`src/sv/ipm_div.sv`:
```
// Pipelined restoring divider that retires one quotient bit per stage.
`default_nettype none
module ipm_div #(
  parameter int N_W = 32,
  parameter int D_W = 16,
  parameter int Q_W = 8,
  parameter int S_W = 1
) (
  input  logic           clk_i,
  input  logic           rst_ni,
  input  logic           en_i,
  input  logic           valid_i,
  input  logic [N_W-1:0] dividend_i,
  input  logic [D_W-1:0] divisor_i,
  input  logic [S_W-1:0] side_i,
  output logic           valid_o,
  output logic [Q_W-1:0] quotient_o,
  output logic [S_W-1:0] side_o
);
  localparam int C_W = (N_W > D_W + Q_W) ? N_W : D_W + Q_W;

  logic [Q_W-1:0] vld_q;
  logic [C_W-1:0] rem_q  [Q_W];
  logic [Q_W-1:0] quo_q  [Q_W];
  logic [D_W-1:0] dvs_q  [Q_W];
  logic [S_W-1:0] side_q [Q_W];

  logic [Q_W-1:0] vld_in;
  logic [C_W-1:0] rem_in  [Q_W];
  logic [Q_W-1:0] quo_in  [Q_W];
  logic [D_W-1:0] dvs_in  [Q_W];
  logic [S_W-1:0] side_in [Q_W];

  for (genvar k = 0; k < Q_W; k++) begin : g_stage
    logic [C_W-1:0] trial;
    logic           ge;
    logic [C_W-1:0] rem_d;
    logic [Q_W-1:0] quo_d;

    if (k == 0) begin : g_head
      assign vld_in[0]  = valid_i;
      assign rem_in[0]  = C_W'(dividend_i);
      assign quo_in[0]  = '0;
      assign dvs_in[0]  = divisor_i;
      assign side_in[0] = side_i;
    end else begin : g_link
      assign vld_in[k]  = vld_q[k-1];
      assign rem_in[k]  = rem_q[k-1];
      assign quo_in[k]  = quo_q[k-1];
      assign dvs_in[k]  = dvs_q[k-1];
      assign side_in[k] = side_q[k-1];
    end

    // Bit Q_W-1-k of the quotient is decided here.
    always_comb begin
      trial = C_W'(dvs_in[k]) << (Q_W - 1 - k);
      ge    = rem_in[k] >= trial;
      rem_d = ge ? rem_in[k] - trial : rem_in[k];
      quo_d = quo_in[k];
      quo_d[Q_W-1-k] = ge;
    end

    always_ff @(posedge clk_i or negedge rst_ni) begin
      if (!rst_ni) begin
        vld_q[k] <= 1'b0;
      end else if (en_i) begin
        vld_q[k] <= vld_in[k];
      end
    end

    always_ff @(posedge clk_i) begin
      if (en_i) begin
        rem_q[k]  <= rem_d;
        quo_q[k]  <= quo_d;
        dvs_q[k]  <= dvs_in[k];
        side_q[k] <= side_in[k];
      end
    end
  end

  assign valid_o    = vld_q[Q_W-1];
  assign quotient_o = quo_q[Q_W-1];
  assign side_o     = side_q[Q_W-1];
endmodule
`default_nettype wire

```
`config.mk`:
```
export PLATFORM = sky130hd
export DESIGN_NAME = ipm_div
export DESIGN_NICKNAME = d
export VERILOG_FILES = /design/src/sv/ipm_div.sv
export SDC_FILE = /design/constraint.sdc
export NUM_CORES = 1
export LEC_CHECK = 0
export BUFFER_PORTS_ARGS = -buffer_cell sky130_fd_sc_hd__buf_2
export CAP_MARGIN = 40
export CORE_MARGIN = 8
export CORE_UTILIZATION = 35
export CTS_CLUSTER_SIZE = 25
export DETAILED_ROUTE_END_ITERATION = 16
export GPL_ROUTABILITY_DRIVEN = 0
export PLACE_DENSITY_LB_ADDON = 0.3
export SLEW_MARGIN = 20
export SYNTH_ARGS = -nofsm -noshare
export SYNTH_HDL_FRONTEND = slang
export SYNTH_SLANG_ARGS = --single-unit
```
`constraint.sdc`:
```
create_clock -name clk_i -period 3.2 [get_ports clk_i]
set_input_delay 0.16 -clock clk_i [delete_from_list [all_inputs] [get_ports clk_i]]
set_output_delay 0.16 -clock clk_i [all_outputs]
set_load 0.01 [all_outputs]
```
==> results.txt <==
----------------------------------------------------
[Logic synthesis]
  Adder and majority gate portion of the synthesized area ... 0.0822
  Post-synthesis sequential element count ... 388
  Number of warning messages in the yosys log ... 0
  Compound-gate portion of the synthesized area ... 0.120
  Dominant combinational cell family by area after synthesis ... simple AND/OR/NAND/NOR gates
  Share of synthesized cell area in and, or, nand and nor gates ... 0.125
  Netlist area before placement ... 21200 um2
  Share of the yosys chip area belonging to registers ... 0.548
  Top cell type by total area after synthesis ... sky130_fd_sc_hd__edfxtp_1
  Synth Net Count ... 1998
  Cells after Synth ... 1810
  Share of synthesized flip-flops with an asynchronous set or reset ... 0.0206
  Proportion of synthesized area in mux cells ... 0.0233
  Leading cell type by number of instances after synthesis ... sky130_fd_sc_hd__edfxtp_1
  Largest cells by area after synthesis ... sky130_fd_sc_hd__edfxtp_1 54%, sky130_fd_sc_hd__ha_1 7.6%, sky130_fd_sc_hd__xnor2_1 3.5%
  Leading post-synthesis cells by instance count ... 380 x sky130_fd_sc_hd__edfxtp_1, 159 x sky130_fd_sc_hd__inv_1, 128 x sky130_fd_sc_hd__ha_1, 121 x sky130_fd_sc_hd__nand2_1, 120 x sky130_fd_sc_hd__nor2_1
  Primary FF master, synth ... sky130_fd_sc_hd__edfxtp_1
  Mean instance size in the synthesized netlist ... 11.7 um2
  Synth Area in XOR/XNOR ... 0.0661
  Proportion of netlist area held by the largest area contributor ... 0.539
  Cell variety after synth ... 87
  Number of synthesized flops with an enable pin ... 380

[Global route]
  Met2 usage in global routing ... 0.203
  Vias in the first global route ... 14129
  Global-route wire length before repair ... 67200 um
  Overflow after GRT ... 0
  Global routing met1 resource utilization ... 0.144
  Met3 demand-to-capacity share in global routing ... 0.0202
  Most congested layer reported by global routing ... met2
  Largest net degree at the start of global routing ... 80
  Number of antenna violations at the first check in global routing ... 0
  All-Layer GR Usage ... 0.118

[Run status]
  Result of the run ... complete, no violations

[Routing]
  Drt initial violations ... 724
  Number of iterations in the first detailed-routing pass ... 5
  DRC violation count after routing ... 0
  Number of nets still failing antenna checks after routing ... 0
  Count of vias placed by the detailed router ... 13858
  Vias per Instance ... 4.91
  Routed len/inst ... 14.4 um
  Total wire length after detailed routing ... 40600 um

[STA]
  Unrepaired setup endpoints after global routing ... true
  Least-Margin Pin Slew ... 713 ps
  Final-layout worst hold slack ... 63.7 ps
  Final Slew Violations ... 0
  Final worst path period share ... 0.989
  Clock period minus worst slack ... 3170 ps
  PnR worst setup slack ... 33.8 ps
  Final count of hold timing violations ... 0
  Relative slew margins ... 0.519
  Final setup skew ... 23.2 ps
  Total setup violations reported at the end of the flow ... 0
  Top achievable clock speed ... 316 MHz

[Power]
  Peak supply drop ... 0.355 mV
  Leak pwr ... 9.80 nW
  P per Cell Area ... 728 nW/um2

[Critical path]
  Combined buffer and inverter count along the critical path ... 2
  Crit-path most repeated cell ... sky130_fd_sc_hd__o31a_1
  Required time of the critical path ... 3500 ps
  Critical Path Sink Type ... flop
  Slowest stage cell on the critical path ... sky130_fd_sc_hd__edfxtp_1
  CP Class ... reg2reg
  Kind of cell with the highest combined delay on the critical path ... compound AO/OA/AOI/OAI gates
  Cell-by-cell trace of the critical path ... inv_1 -> ha_1 -> nor2b_4 -> o31a_1 -> o31a_1 -> o41ai_4 -> o21ai_2 -> or2_1 -> a21oi_4 -> clkbuf_16 -> mux2_4
  Crit start category ... flop
  Signal arrival time at the worst endpoint ... 3470 ps
  Critical path's largest stage delay ... 410 ps
  CP max FO ... 8

[Floorplanning]
  Y dimension of the die ... 262 um
  Die outline width ... 262 um
  Rows ... 90
  Core region area ... 60100 um2
  Top Ports ... 63
  Initial core utilization ... 0.352
  Full die area ... 68700 um2

[CTS]
  Clock-pin slew of the registers on the worst-case setup and hold paths ... 60 ps
  Clock latency on the worst-skew pair ... 570 ps
  CTS Buf Count ... 44
  Clock sinks ... 388
  H-tree levels ... 2
  CTS tree ... built
  CTS root buf ... sky130_fd_sc_hd__clkbuf_16
  Maximum buffer depth of the clock tree ... 3

[Run]
  Max_cap viols ... 0

[Finish]
  Signed area change from the synthesized netlist to the final layout ... 18.8%
  Total Nets Final ... 2193
  Number of antenna cells inserted ... 0
  Share of final-layout standard cells stronger than drive strength 1 ... 0.141

[Worst hold path]
  Type of the tightest min-delay check ... in2reg

[Place]
  Minimum setup slack after placement ... -21.4 ps
  Buffers on Ports ... 62
  DP Wirelength ... 30600 um

----------------------------------------------------
## cells by family after synthesis
logic type               count (synthesis)
buffers and inverters                  191
multiplexers                            42
flip-flops                             388
adder cells (fa/ha/maj)                135
AO/OA/AOI/OAI                          385
AND/OR/NAND/NOR                        509
XOR/XNOR                               160
## area by class of cell
class | instances | area (um2)
Clock buffer | 50 | 1120
Clock inverter | 31 | 425
Fill cell | 5581 | 35000
Inverter | 161 | 607
Multi-Input combinational cell | 1231 | 8980
Sequential cell | 388 | 11600
Tap cell | 782 | 978
Timing Repair Buffer | 179 | 1450
## metrics by stage
step,instances,area (um2),util,total power [W],TNS (ps)
global route,2822,25200,0.419,0.0195,-1030
global placement,2683,22900,0.381,0.0128,0
detailed placement,2683,22900,0.381,0.0129,-110
CTS,2816,25000,0.415,0.0184,0
finish,2822,25200,0.419,0.0183,0
floorplan,1810,21200,-,0.0114,0
## power by group
group | total (W) | switching (W) | internal [W]
registers | 0.00742 | 0.000584 | 0.00684
clock network | 0.00531 | 0.00197 | 0.00334
logic | 0.00560 | 0.00296 | 0.00264
total | 0.0183 | 0.00551 | 0.0128
## cell usage in the layout, fill, tap and decap left out, types with 13 or more instances in the layout
cell,instances
sky130_fd_sc_hd__inv_1,159
sky130_fd_sc_hd__nand3_1,28
sky130_fd_sc_hd__nor2_1,120
sky130_fd_sc_hd__nor3_1,44
sky130_fd_sc_hd__a21o_1,51
sky130_fd_sc_hd__dlygate4sd3_1,52
sky130_fd_sc_hd__mux2_4,14
sky130_fd_sc_hd__nand2b_1,21
sky130_fd_sc_hd__and3_1,13
sky130_fd_sc_hd__o31a_1,13
sky130_fd_sc_hd__nor2b_1,20
sky130_fd_sc_hd__a21oi_1,95
sky130_fd_sc_hd__nor4_1,19
sky130_fd_sc_hd__buf_2,61
sky130_fd_sc_hd__nand2_1,121
sky130_fd_sc_hd__o21ai_0,98
sky130_fd_sc_hd__xnor2_1,85
sky130_fd_sc_hd__clkbuf_16,45
sky130_fd_sc_hd__o21a_1,24
sky130_fd_sc_hd__edfxtp_1,380
sky130_fd_sc_hd__mux2_2,24
sky130_fd_sc_hd__buf_4,55
sky130_fd_sc_hd__xor2_1,75
sky130_fd_sc_hd__nand4_1,30
sky130_fd_sc_hd__ha_1,128
## timing repair
action,4_1_cts,5_1_grt
hold buffers,52,0
gates resized for setup,1,32
endpoints found under the hold margin,58,0
pin swaps,0,6
setup endpoints to repair,3,53
buffers inserted,0,5
cloned,0,1
## registers in the layout (all words and copies together) (netlist names)
| register | flops |
|---|---|
| vld_in | 7 |
| quo_q | 36 |
| valid_o | 1 |
| rem_q | 224 |
| dvs_q | 112 |
| side_q | 8 |
## per-layer routing
layer	part of all wire	vias up
met4	0.038	0
met1	0.46	6381
met5	0	-
met2	0.47	273
li1	-	7111
met3	0.035	93
## path summary, 6_finish.rpt
path,endpoint,cells after the start,slack (ps),start
max,rem_q[4][18],11,30,dvs_q[3][1]
min,rem_q[5][2],1,60,en_i
max reg2reg,rem_q[4][18],11,30,dvs_q[3][1]
min reg2reg,quo_q[7][5],0,400,quo_q[6][5]
max in group asynchronous,vld_in[5],3,2340,rst_ni
min in group asynchronous,vld_in[1],3,600,rst_ni
No activity file was read; power rests on OpenSTA's default activity.
