$ cat src/sv/ipm_pkg.sv
// Shared types, register indexes and fixed-point constants of the pixel mapper.
`default_nettype none
package ipm_pkg;

  // Default widths of the pixel beat fields.
  localparam int CoordBitsDef = 11;
  localparam int PixelBitsDef = 8;

  // Configuration port geometry.
  localparam int CfgIdxW  = 3;
  localparam int CfgDataW = 32;
  localparam int FocalW   = 31;
  localparam logic [FocalW-1:0] FocalReset = FocalW'(65536);

  typedef enum logic [CfgIdxW-1:0] {
    REG_H_SIN_TILT   = 3'd0,
    REG_COS_TILT     = 3'd1,
    REG_F_H_COS_TILT = 3'd2,
    REG_F_SIN_TILT   = 3'd3,
    REG_FOCAL_LENGTH = 3'd4
  } cfg_idx_e;

  // Camera geometry terms in Q16.16; the focal length is unsigned Q15.16.
  typedef struct packed {
    logic [31:0]       h_sin_tilt;
    logic [31:0]       cos_tilt;
    logic [31:0]       f_h_cos_tilt;
    logic [31:0]       f_sin_tilt;
    logic [FocalW-1:0] focal_length;
  } cfg_t;

  // Fixed-point layout.
  localparam int FracW     = 16;
  localparam int FracMask  = 65535;
  localparam int ZqW       = 20;  // depth in Q4.16, below 10.0
  localparam int RowW      = 9;
  localparam int ColW      = 9;
  localparam int ColDvdW   = 40;  // 300 * focal_length stays below this
  localparam int PixOutW   = 8;

  // Ground window and bird's-eye scaling.
  localparam int DepthMax = 10;
  localparam int LatMax   = 3;
  localparam int Scale    = 50;
  localparam int RowBase  = 500;
  localparam int ColBase  = 150;

endpackage
`default_nettype wire

$ cat src/sv/ipm_front.sv
// Front stages: depth numerator and denominator, sign fix, window test, row dividend.
`default_nettype none
module ipm_front #(
  parameter int COORD_BITS = ipm_pkg::CoordBitsDef,
  parameter int PIXEL_BITS = ipm_pkg::PixelBitsDef
) (
  input  logic                    clk_i,
  input  logic                    rst_ni,
  input  logic                    en_i,
  input  logic                    valid_i,
  input  logic [COORD_BITS-1:0]   x_i,
  input  logic [COORD_BITS-1:0]   y_i,
  input  logic [PIXEL_BITS-1:0]   pix_i,
  input  ipm_pkg::cfg_t           cfg_i,
  output logic                    valid_o,
  output logic [COORD_BITS-1:0]   x_o,
  output logic [PIXEL_BITS-1:0]   pix_o,
  output logic                    ok_o,
  output logic [COORD_BITS+32:0]  num_o,
  output logic [COORD_BITS+32:0]  den_o,
  output logic [COORD_BITS+43:0]  row_dvd_o
);
  localparam int PW = COORD_BITS + 32;
  localparam int SW = COORD_BITS + 34;
  localparam int ND = SW - 1;
  localparam int RW = SW + 10;

  logic [3:0] v_q;

  // Stage A: products with the row coordinate.
  logic signed [PW-1:0]  yhs_a_q, ycs_a_q;
  logic [COORD_BITS-1:0] x_a_q, x_b_q, x_c_q, x_d_q;
  logic [PIXEL_BITS-1:0] pix_a_q, pix_b_q, pix_c_q, pix_d_q;
  // Stage B: raw numerator and denominator.
  logic signed [SW-1:0]  num_b_q, den_b_q;
  // Stage C: denominator made non-negative.
  logic signed [SW-1:0]  num_c_q, den_c_q;
  // Stage D: window flag and row dividend.
  logic                  ok_d_q;
  logic [ND-1:0]         num_d_q, den_d_q;
  logic [RW-1:0]         rdv_d_q;

  logic signed [PW-1:0]   yhs_d, ycs_d;
  logic signed [SW-1:0]   num_b_d, den_b_d, num_c_d, den_c_d;
  logic signed [SW+3:0]   den10;
  logic                   ok_d;
  logic signed [RW-1:0]   rdv_d;

  always_comb begin
    yhs_d   = PW'($signed(y_i)) * PW'($signed(cfg_i.h_sin_tilt));
    ycs_d   = PW'($signed(y_i)) * PW'($signed(cfg_i.cos_tilt));
    num_b_d = SW'(yhs_a_q) + SW'($signed(cfg_i.f_h_cos_tilt));
    den_b_d = SW'($signed(cfg_i.f_sin_tilt)) - SW'(ycs_a_q);
    num_c_d = den_b_q[SW-1] ? -num_b_q : num_b_q;
    den_c_d = den_b_q[SW-1] ? -den_b_q : den_b_q;
    den10   = (SW+4)'(den_c_q) * (SW+4)'(ipm_pkg::DepthMax);
    ok_d    = (den_c_q != '0) && (cfg_i.focal_length != '0) &&
              (num_c_q > den_c_q) && ((SW+4)'(num_c_q) < den10);
    rdv_d   = RW'(den_c_q) * RW'(ipm_pkg::RowBase) - RW'(num_c_q) * RW'(ipm_pkg::Scale);
  end

  always_ff @(posedge clk_i or negedge rst_ni) begin
    if (!rst_ni) begin
      v_q <= '0;
    end else if (en_i) begin
      v_q <= {v_q[2:0], valid_i};
    end
  end

  always_ff @(posedge clk_i) begin
    if (en_i) begin
      yhs_a_q <= yhs_d;
      ycs_a_q <= ycs_d;
      x_a_q   <= x_i;
      pix_a_q <= pix_i;
      num_b_q <= num_b_d;
      den_b_q <= den_b_d;
      x_b_q   <= x_a_q;
      pix_b_q <= pix_a_q;
      num_c_q <= num_c_d;
      den_c_q <= den_c_d;
      x_c_q   <= x_b_q;
      pix_c_q <= pix_b_q;
      ok_d_q  <= ok_d;
      num_d_q <= num_c_q[ND-1:0];
      den_d_q <= den_c_q[ND-1:0];
      rdv_d_q <= rdv_d;
      x_d_q   <= x_c_q;
      pix_d_q <= pix_c_q;
    end
  end

  assign valid_o   = v_q[3];
  assign x_o       = x_d_q;
  assign pix_o     = pix_d_q;
  assign ok_o      = ok_d_q;
  assign num_o     = num_d_q;
  assign den_o     = den_d_q;
  assign row_dvd_o = rdv_d_q;
endmodule
`default_nettype wire

$ cat config.mk
export PLATFORM = sky130hd
export DESIGN_NAME = ipm_front
export DESIGN_NICKNAME = d
export VERILOG_FILES = /design/src/sv/ipm_pkg.sv /design/src/sv/ipm_front.sv
export SDC_FILE = /design/constraint.sdc
export NUM_CORES = 2
export LEC_CHECK = 0
export BUFFER_PORTS_ARGS = -buffer_cell sky130_fd_sc_hd__buf_4
export CORE_ASPECT_RATIO = 0.5
export CORE_UTILIZATION = 58
export DETAILED_ROUTE_END_ITERATION = 10
export GPL_ROUTABILITY_DRIVEN = 0
export PLACE_DENSITY = 0.79
export SLEW_MARGIN = 20
export SYNTH_ARGS = -nofsm -noshare
export SYNTH_HDL_FRONTEND = slang
export SYNTH_SLANG_ARGS = --single-unit
$ cat constraint.sdc
create_clock -name clk_i -period 7.38 [get_ports clk_i]
set_input_delay 0.369 -clock clk_i [delete_from_list [all_inputs] [get_ports clk_i]]
set_output_delay 0.369 -clock clk_i [all_outputs]
set_load 0.02 [all_outputs]
==> results.toml <==
[critical_path]
max_stage_delay_ps = 530
rr_startpoint = "den_c_q[7]"
cp-end-kind = "flip-flop"
worstSetupPathType = "flip-flop to flip-flop"
critPathSlowestCell = "fa_1"
crit_fanout = 4
start_kind = "flip-flop"
startpoint = "den_c_q[7]"
worstPathRequired_ps = 7740
reg2reg_slack_ps = 120
arrival_ps = 7630
crit_top_cell = "fa_1"

[sta]
setup_violations = 0
skew_ps = 58.6
drv_slew = 0
finalCritPeriodShare = 0.984
slew_headroom = 0.332
max_freq_ghz = 0.138
rsz0062_at_grt = "yes"
worst_pin_slew_ps = 1000
fin_crit_ps = 7260
hold_violations = 0

[cells_and_area]
multi_input_area_sq_um = 46600
ff_latch_area_sq_um = 14600
fill_cells = 8702
drive_gt1_frac = 0.115
fin_cells = 8840
final_nets = 9112
area_growth_pct = 12.4

[run]
max_cap_viol_count = 0

[placement]
dp.cells = 8701
hpwl_mm = 135
io_buffers = 355

[routing]
drtAntennaViolNets = 0
viasPerCell = 5.60
route.vias.total = 49500
wl_per_cell_microns = 18.9
drcViolationCount = 0
drt_first_pass_iters = 5
drtIter0Drc = 3575
routed_wl_mm = 167

[synthesis]
synth_area_sq_um = 66300
avgSynthCellArea_sq_um = 9.76
synth_seq_cells = 486
ys.flop_type = "edfxtp_1"
synth_warnings = 0
yosys.area.top_type = "fa_1"
synth_cells = 6793
synth_edf_count = 482
seq_area_frac_synth = 0.220
synth_area_leaders = "fa_1, edfxtp_1, ha_1, inv_1, xnor2_1"
synth_top_area_frac = 0.251
synth-async-reset-ratio = 0.00823
yosysUniqueCellTypes = 78

[clocking]
insertion_delay_ps = 650
cts-root-buf = "clkbuf_16"
cts_tree = "done"
clk_pin_slew_worst_paths_ps = 60
cts_sinks = 486
htreeDepth = 2
clock_path_buffers = 3
numCtsBuffers = 49

[global_routing]
grt_pass1_wl_mm = 265
antenna_found_initial = 9
grt_max_degree = 160
grt.total_usage = 0.289
grt_pass1_vias = 50700
gr-total-overflow = 0

[die]
core_sq_um = 113000
start_util = 0.587
die-area_sq_um = 116000
dieWidth_microns = 480
row_count = 87
top_level_ports = 357
die-height_microns = 241

[min_path]
worstHoldStart = "cfg_i[63]"
holdCritPathClass = "input port to flip-flop"

[outcome]
outcome = "finished, final reports clean"
## layout by cell type (no fill, tap or decap), types with 68 or more instances in the layout
cell type	instances
nand2b_1	112
nand3_1	75
ha_1	792
o21a_1	68
inv_1	1293
nor2_1	174
a21oi_1	343
xor2_1	130
o21ai_0	202
nor2b_1	75
edfxtp_1	482
buf_4	614
xnor2_1	295
nand2_1	501
fa_1	832
and2_1	346
a21o_1	233
## critical path, delay by kind of cell (launching register included)
kind            cells  cell delay [ps]
fa+ha+maj           6             2600
compound gates     13             2440
simple gates        5              650
buf+inv             6              560
flops               1              410
xor+xnor            2              310
## synthesized netlist by cell type (64+ instances only)
cell / n
xor2_1: 132
nor2b_1: 76
nand3_1: 78
nor2_1: 177
ha_1: 804
a21oi_1: 366
inv_1: 1319
xnor2_1: 298
nand4_1: 64
clkbuf_1: 201
fa_1: 833
nand2_1: 502
edfxtp_1: 482
o21ai_0: 215
o21a_1: 68
and2_1: 348
nand2b_1: 112
a21o_1: 233
## routing by layer
metal | vias to the layer above | GRT usage | wire length, microns
met5 | - | 0 | 0
met4 | 0 | 0.114 | 6970
met3 | 336 | 0.0440 | 11900
met2 | 1660 | 0.482 | 78100
met1 | 24300 | 0.382 | 69900
li1 | 23300 | - | -
## sequential cells by signal (all words and copies together) (netlist names), 4 cells and up
register,cells
x_c_q,11
row_dvd_o,53
ycs_a_q,43
den_o,44
pix_a_q,8
den_c_q,45
num_c_q,45
x_a_q,11
pix_c_q,8
yhs_a_q,43
v_q,4
pix_o,8
den_b_q,44
x_b_q,11
x_o,11
num_o,44
pix_b_q,8
num_b_q,44
## cell families after synthesis
family,Yosys count,share of synthesized area
xor gates and xnor gates,430,0.0568
buffers and inverters,1526,0.0865
muxes,7,0.00115
and+or+nand+nor,1523,0.118
DFF,486,0.220
adders and majority gates,1637,0.403
other,1,0.0000565
AOI/OAI and AO/OA,1183,0.115
## final timing paths
check / end / cells after the start
worst max-delay path: row_dvd_o[54] / 32
worst min-delay path: num_b_q[0] / 2
worst max register to register: row_dvd_o[54] / 32
worst min register to register: pix_c_q[3] / 0
max in group asynchronous: v_q[3] / 2
min in group asynchronous: v_q[0] / 2
## through the flow
| step | setup slack, ps | area (sq um) | hold slack (ps) | util | TNS, ps |
|---|---|---|---|---|---|
| 2_1_floorplan | 1.05 | 66300 | 73.4 | - | 0 |
| 5_1_grt | -201 | 74500 | 73.0 | 0.660 | -1260 |
| 6_report | 116 | 74500 | 66.8 | 0.660 | 0 |
| 3_5_place_dp | -312 | 72000 | 169 | 0.637 | -1280 |
| 4_1_cts | 0.367 | 73900 | 35.4 | 0.654 | 0 |
| 3_3_place_gp | -193 | 72000 | 169 | 0.637 | -395 |
## final cells by class
class,instances,area share
inverters,1319,0.0665
diodes,8,0.000269
clock inverters,26,0.00349
well taps,1513,0.0254
flip-flops and latches,486,0.195
clock buffers,62,0.0175
repair buffers,644,0.0664
multi-input cells,4782,0.625
## what timing repair did
action | CTS | global route
hold endpoints to repair | 24 | 0
setup buffers | 4 | 19
setup endpoints to repair | 10 | 16
resized for setup | 36 | 107
pin swaps | 27 | 89
hold buffers | 21 | 0
Power is not shown: default switching activity piles up to over one toggle a cycle in this logic, so the estimate is an artifact.
