$ cat src/sv/ipm_pkg.sv
// Shared types, register indexes and fixed-point constants of the pixel mapper.
`default_nettype none
package ipm_pkg;

  // Default widths of the pixel beat fields.
  localparam int CoordBitsDef = 11;
  localparam int PixelBitsDef = 8;

  // Configuration port geometry.
  localparam int CfgIdxW  = 3;
  localparam int CfgDataW = 32;
  localparam int FocalW   = 31;
  localparam logic [FocalW-1:0] FocalReset = FocalW'(65536);

  typedef enum logic [CfgIdxW-1:0] {
    REG_H_SIN_TILT   = 3'd0,
    REG_COS_TILT     = 3'd1,
    REG_F_H_COS_TILT = 3'd2,
    REG_F_SIN_TILT   = 3'd3,
    REG_FOCAL_LENGTH = 3'd4
  } cfg_idx_e;

  // Camera geometry terms in Q16.16; the focal length is unsigned Q15.16.
  typedef struct packed {
    logic [31:0]       h_sin_tilt;
    logic [31:0]       cos_tilt;
    logic [31:0]       f_h_cos_tilt;
    logic [31:0]       f_sin_tilt;
    logic [FocalW-1:0] focal_length;
  } cfg_t;

  // Fixed-point layout.
  localparam int FracW     = 16;
  localparam int FracMask  = 65535;
  localparam int ZqW       = 20;  // depth in Q4.16, below 10.0
  localparam int RowW      = 9;
  localparam int ColW      = 9;
  localparam int ColDvdW   = 40;  // 300 * focal_length stays below this
  localparam int PixOutW   = 8;

  // Ground window and bird's-eye scaling.
  localparam int DepthMax = 10;
  localparam int LatMax   = 3;
  localparam int Scale    = 50;
  localparam int RowBase  = 500;
  localparam int ColBase  = 150;

endpackage
`default_nettype wire

$ cat src/sv/ipm_lat.sv
// Lateral stages: tilt correction of the depth, lateral product, window test, column dividend.
`default_nettype none
module ipm_lat #(
  parameter int COORD_BITS = ipm_pkg::CoordBitsDef,
  parameter int PIXEL_BITS = ipm_pkg::PixelBitsDef
) (
  input  logic                          clk_i,
  input  logic                          rst_ni,
  input  logic                          en_i,
  input  logic                          valid_i,
  input  logic [ipm_pkg::ZqW-1:0]       zq_i,
  input  logic [COORD_BITS-1:0]         x_i,
  input  logic [PIXEL_BITS-1:0]         pix_i,
  input  logic                          ok_i,
  input  logic [ipm_pkg::RowW-1:0]      row_i,
  input  ipm_pkg::cfg_t                 cfg_i,
  output logic                          valid_o,
  output logic                          ok_o,
  output logic [ipm_pkg::RowW-1:0]      row_o,
  output logic [PIXEL_BITS-1:0]         pix_o,
  output logic [ipm_pkg::ColDvdW-1:0]   col_dvd_o
);
  localparam int P_W  = ipm_pkg::ZqW + 1 + 32;
  localparam int T_W  = P_W - ipm_pkg::FracW + 1;
  localparam int XT_W = COORD_BITS + T_W;
  localparam int CD_W = XT_W + 9;

  logic [3:0] v_q;

  logic signed [P_W-1:0]      p_1_q;
  logic signed [T_W-1:0]      t_2_q;
  logic signed [XT_W-1:0]     xt_3_q;
  logic                       ok_1_q, ok_2_q, ok_3_q, ok_4_q;
  logic [ipm_pkg::RowW-1:0]   row_1_q, row_2_q, row_3_q, row_4_q;
  logic [PIXEL_BITS-1:0]      pix_1_q, pix_2_q, pix_3_q, pix_4_q;
  logic [COORD_BITS-1:0]      x_1_q, x_2_q;
  logic [ipm_pkg::ColDvdW-1:0] cdv_4_q;

  logic signed [P_W-1:0]  p_d, p_bias, p_sh;
  logic signed [T_W-1:0]  t_d;
  logic signed [XT_W-1:0] xt_d, axt;
  logic [XT_W-1:0]        fl3;
  logic                   ok_4_d;
  logic signed [CD_W-1:0] cdv_d;

  always_comb begin
    p_d    = P_W'($signed({1'b0, zq_i})) * P_W'($signed(cfg_i.cos_tilt));
    // Division by one in Q16.16 truncates toward zero.
    p_bias = p_1_q[P_W-1] ? p_1_q + P_W'(ipm_pkg::FracMask) : p_1_q;
    p_sh   = p_bias >>> ipm_pkg::FracW;
    t_d    = T_W'($signed(cfg_i.h_sin_tilt)) + $signed(p_sh[T_W-1:0]);
    xt_d   = XT_W'($signed(x_2_q)) * XT_W'(t_2_q);
    axt    = xt_3_q[XT_W-1] ? -xt_3_q : xt_3_q;
    fl3    = XT_W'(cfg_i.focal_length) * XT_W'(ipm_pkg::LatMax);
    ok_4_d = ok_3_q && ($unsigned(axt) < fl3);
    cdv_d  = CD_W'(cfg_i.focal_length) * CD_W'(ipm_pkg::ColBase) -
             CD_W'(xt_3_q) * CD_W'(ipm_pkg::Scale);
  end

  always_ff @(posedge clk_i or negedge rst_ni) begin
    if (!rst_ni) begin
      v_q <= '0;
    end else if (en_i) begin
      v_q <= {v_q[2:0], valid_i};
    end
  end

  always_ff @(posedge clk_i) begin
    if (en_i) begin
      p_1_q   <= p_d;
      ok_1_q  <= ok_i;
      row_1_q <= row_i;
      pix_1_q <= pix_i;
      x_1_q   <= x_i;
      t_2_q   <= t_d;
      ok_2_q  <= ok_1_q;
      row_2_q <= row_1_q;
      pix_2_q <= pix_1_q;
      x_2_q   <= x_1_q;
      xt_3_q  <= xt_d;
      ok_3_q  <= ok_2_q;
      row_3_q <= row_2_q;
      pix_3_q <= pix_2_q;
      ok_4_q  <= ok_4_d;
      cdv_4_q <= cdv_d[ipm_pkg::ColDvdW-1:0];
      row_4_q <= row_3_q;
      pix_4_q <= pix_3_q;
    end
  end

  assign valid_o   = v_q[3];
  assign ok_o      = ok_4_q;
  assign row_o     = row_4_q;
  assign pix_o     = pix_4_q;
  assign col_dvd_o = cdv_4_q;
endmodule
`default_nettype wire

$ cat config.mk
export PLATFORM = sky130hd
export DESIGN_NAME = ipm_lat
export DESIGN_NICKNAME = d
export VERILOG_FILES = /design/src/sv/ipm_pkg.sv /design/src/sv/ipm_lat.sv
export SDC_FILE = /design/constraint.sdc
export NUM_CORES = 2
export LEC_CHECK = 0
export CAP_MARGIN = 30
export CELL_PAD_IN_SITES_DETAIL_PLACEMENT = 0
export CELL_PAD_IN_SITES_GLOBAL_PLACEMENT = 1
export CORE_UTILIZATION = 45
export CTS_BUF_LIST = sky130_fd_sc_hd__clkbuf_2
export DETAILED_ROUTE_END_ITERATION = 7
export DONT_BUFFER_PORTS = 1
export PLACE_DENSITY = 0.7
export SETUP_SLACK_MARGIN = 0.05
export SYNTH_ARGS = -nofsm -noshare
export SYNTH_HDL_FRONTEND = slang
export SYNTH_SLANG_ARGS = --single-unit
$ cat constraint.sdc
create_clock -name clk_i -period 11.3 [get_ports clk_i]
set_input_delay 2.26 -clock clk_i [delete_from_list [all_inputs] [get_ports clk_i]]
set_output_delay 2.26 -clock clk_i [all_outputs]
set_load 0.02 [all_outputs]
==> reports/qor.yml <==
syn_area_um2: 60900
dpl_cell_area_um2: 62300
grt.total_usage: 0.214
path_class: "in -> reg"
max_freq_mhz: 115
reg2reg_depth: 22
syn_area_per_cell_um2: 9.50
setup.worst_path.start: "zq_i[6]"
crit_top_cell: "fa_1"
drcViolationCount: 26
die-area_um2: 137000
layout_common_cells: "inv_1 (1329), fa_1 (1084), and2_1 (660)"
synthCells: 6402
postRouteAntennaNets: 0
r2r_setup_slack_ns: 4.08
detail_route.vias_per_cell: 5.10
initialDrtViolationCount: 1629
slew_violations: 0
met2_usage: 0.365
ys_ff_latch: 277
grt_pass1_wl_mm: 233
arrival_ns: 9.60
period_needed_ns: 8.69
met1_usage: 0.278
tns_ns: 0
min_path_cells: 0
finalHoldViolCount: 0
root_buffer: "clkbuf_2"
antenna_found_initial: 25
synth_edf_count: 273
crit_required_ns: 12.21
clk_latency_ns: 1.24
stdcell_area_um2: 63100
drv_cap: 0
cts.sinks: 277
final_common_cell: "inv_1"
synth_cell_types: 87
gr-usage-met3: 0.0396
worst_slew_pin_slew_ns: 0.876
portBuffers: 0
setup_viol: 0
cp-end-kind: "flip-flop"
cpMaxStageDelayCell: "a2111oi_0"
syn_nets: 8316
final.setup_skew_ns: 0.150
violations: "DRC"
post_cts_buffers: 0
busiest_layer: "met2"
rsz0062_at_grt: "false"
die_w_um: 370
grt_pass1_vias: 44400
worstReg2RegStart: "x_2_q[10]"
ios: 271
post_drt_wl_per_cell_um: 17.5
clkTransAtPathRegs_ns: 0.09
critPathMaxStageDelay_ns: 0.78
crit_chain: "and2_1, fa_1, inv_1, fa_1, fa_1, inv_1, fa_1, fa_1, fa_1, inv_1, fa_1, inv_1, ha_1, a21o_1, a211oi_1, nor3_1, a2111oi_0, a21oi_1, or3_1, a211o_1, a21oi_1, nor3_1, o31a_1"
gr-total-overflow: 0
finalWirelength_mm: 141
cts_tree: "built"
gp_congestion: 0.857
first_pass_iters: 8
htree_levels: 3
coreArea_um2: 134000
nets: 8180
synth-seq-area-share: 0.136
cts_buffers: 76
grt_max_degree: 278
vias: 41300
drive_above_1_share: 0.0283
fin_crit_sh: 0.769
dp_hpwl_mm: 116
synth_warnings: 0
hold_start: "pix_2_q[7]"
relSlewSlack: 0.401
status: "finished with violations"
syn_to_final_growth_pct: 3.75
post_cts_resized: 0
rows: 134
async_flop_share: 0.0144
crit_fanout: 32
synth_ff_type: "edfxtp_1"
initial_core_util: 0.455
cp-start-kind: "input port"
cts_hold_buf: 0
cts_buffer_depth: 3
hold_class: "reg -> reg"
stdcell_count: 8097
die_y_um: 370
dpl.cell_count: 7956
## path summary, 6_finish.rpt
| check | endpoint |
|---|---|
| setup / recovery | p_1_q[47] |
| hold / removal | pix_3_q[7] |
| setup reg to reg | xt_3_q[48] |
| hold reg to reg | pix_3_q[7] |
| max in group asynchronous | v_q[1] |
| min in group asynchronous | v_q[3] |
## logic make-up after synthesis
family | Yosys count | share of synthesized area
xor+xnor | 312 | 0.0451
simple gates | 1725 | 0.150
mux | 9 | 0.00158
other cells | 1 | 0.0000616
buf+inv | 1565 | 0.0967
flops | 277 | 0.136
fa+ha+maj | 1702 | 0.484
compound gates | 811 | 0.0865
## through the flow
step                 util  hold WS (ns)  worst slack [ns]
finish              0.472         0.394              2.61
global route        0.472         0.376              2.53
CTS                 0.472         0.387              2.80
detailed placement  0.466         0.405              1.42
global placement    0.466         0.400              1.42
floorplan               -         0.400              2.11
## flip-flops by register name (all words and copies together) (netlist names)
| name | flops |
|---|---|
| x_2_q | 11 |
| v_q | 4 |
| ok_3_q | 1 |
| row_o | 9 |
| ok_o | 1 |
| xt_3_q | 49 |
| ok_2_q | 1 |
| row_2_q | 9 |
| col_dvd_o | 39 |
| pix_2_q | 8 |
| ok_1_q | 1 |
| pix_o | 8 |
| pix_3_q | 8 |
| row_3_q | 9 |
| p_1_q | 53 |
| t_2_q | 38 |
| x_1_q | 11 |
| pix_1_q | 8 |
| row_1_q | 9 |
## Yosys cell counts (all sizes together) (6+ instances only)
| cell | number | area share |
|---|---|---|
| o31ai | 12 | 0.0015 |
| o211ai | 13 | 0.0016 |
| o2111a | 6 | 0.0011 |
| a211oi | 29 | 0.0036 |
| or4 | 8 | 0.0012 |
| nand4 | 45 | 0.0048 |
| or2 | 7 | 0.00072 |
| o21bai | 45 | 0.0056 |
| o21ai | 138 | 0.011 |
| or3 | 11 | 0.0011 |
| and3 | 38 | 0.0039 |
| a211o | 7 | 0.0010 |
| fa | 1084 | 0.36 |
| nand2 | 512 | 0.032 |
| edfxtp | 273 | 0.13 |
| ha | 618 | 0.13 |
| a21oi | 247 | 0.020 |
| and2 | 660 | 0.068 |
| xor2 | 83 | 0.012 |
| clkbuf | 230 | 0.014 |
| o21a | 41 | 0.0051 |
| o41ai | 6 | 0.00086 |
| nand3 | 71 | 0.0058 |
| a2111oi | 11 | 0.0017 |
| a31oi | 25 | 0.0026 |
| nand2b | 82 | 0.0086 |
| xnor2 | 228 | 0.033 |
| nor4 | 18 | 0.0021 |
| and4 | 11 | 0.0016 |
| a311oi | 7 | 0.0010 |
| a21boi | 13 | 0.0016 |
| a21o | 148 | 0.018 |
| nor3 | 39 | 0.0033 |
| nor2b | 40 | 0.0041 |
| o31a | 12 | 0.0017 |
| nor2 | 161 | 0.0099 |
| inv | 1329 | 0.082 |
| nor3b | 6 | 0.00082 |
## cell type report
class | count | area (um^2)
antenna | 8 | 20.0
clock buffer | 108 | 541
clock inverter | 25 | 246
fill | 12900 | 70700
inverter | 1330 | 4990
multi-input combinational | 4560 | 46700
sequential | 277 | 8300
tap | 1768 | 2210
timing repair buffer | 21 | 155
## routing by layer
layer | part of all wire | routed length (um)
met5 | 0.0014 | 200
met2 | 0.48 | 67600
met3 | 0.053 | 7470
met1 | 0.45 | 63100
met4 | 0.022 | 3110
## worst max-delay path, delay by kind of cell
family	cells	cell delay [ns]
compound gates	7	2.37
fa+ha+maj	8	3.89
simple gates	4	0.84
buf+inv	4	0.21
Power is left out: the tool's default activity adds up to more than one toggle a clock period on the data nets, which glitch-free logic cannot reach.
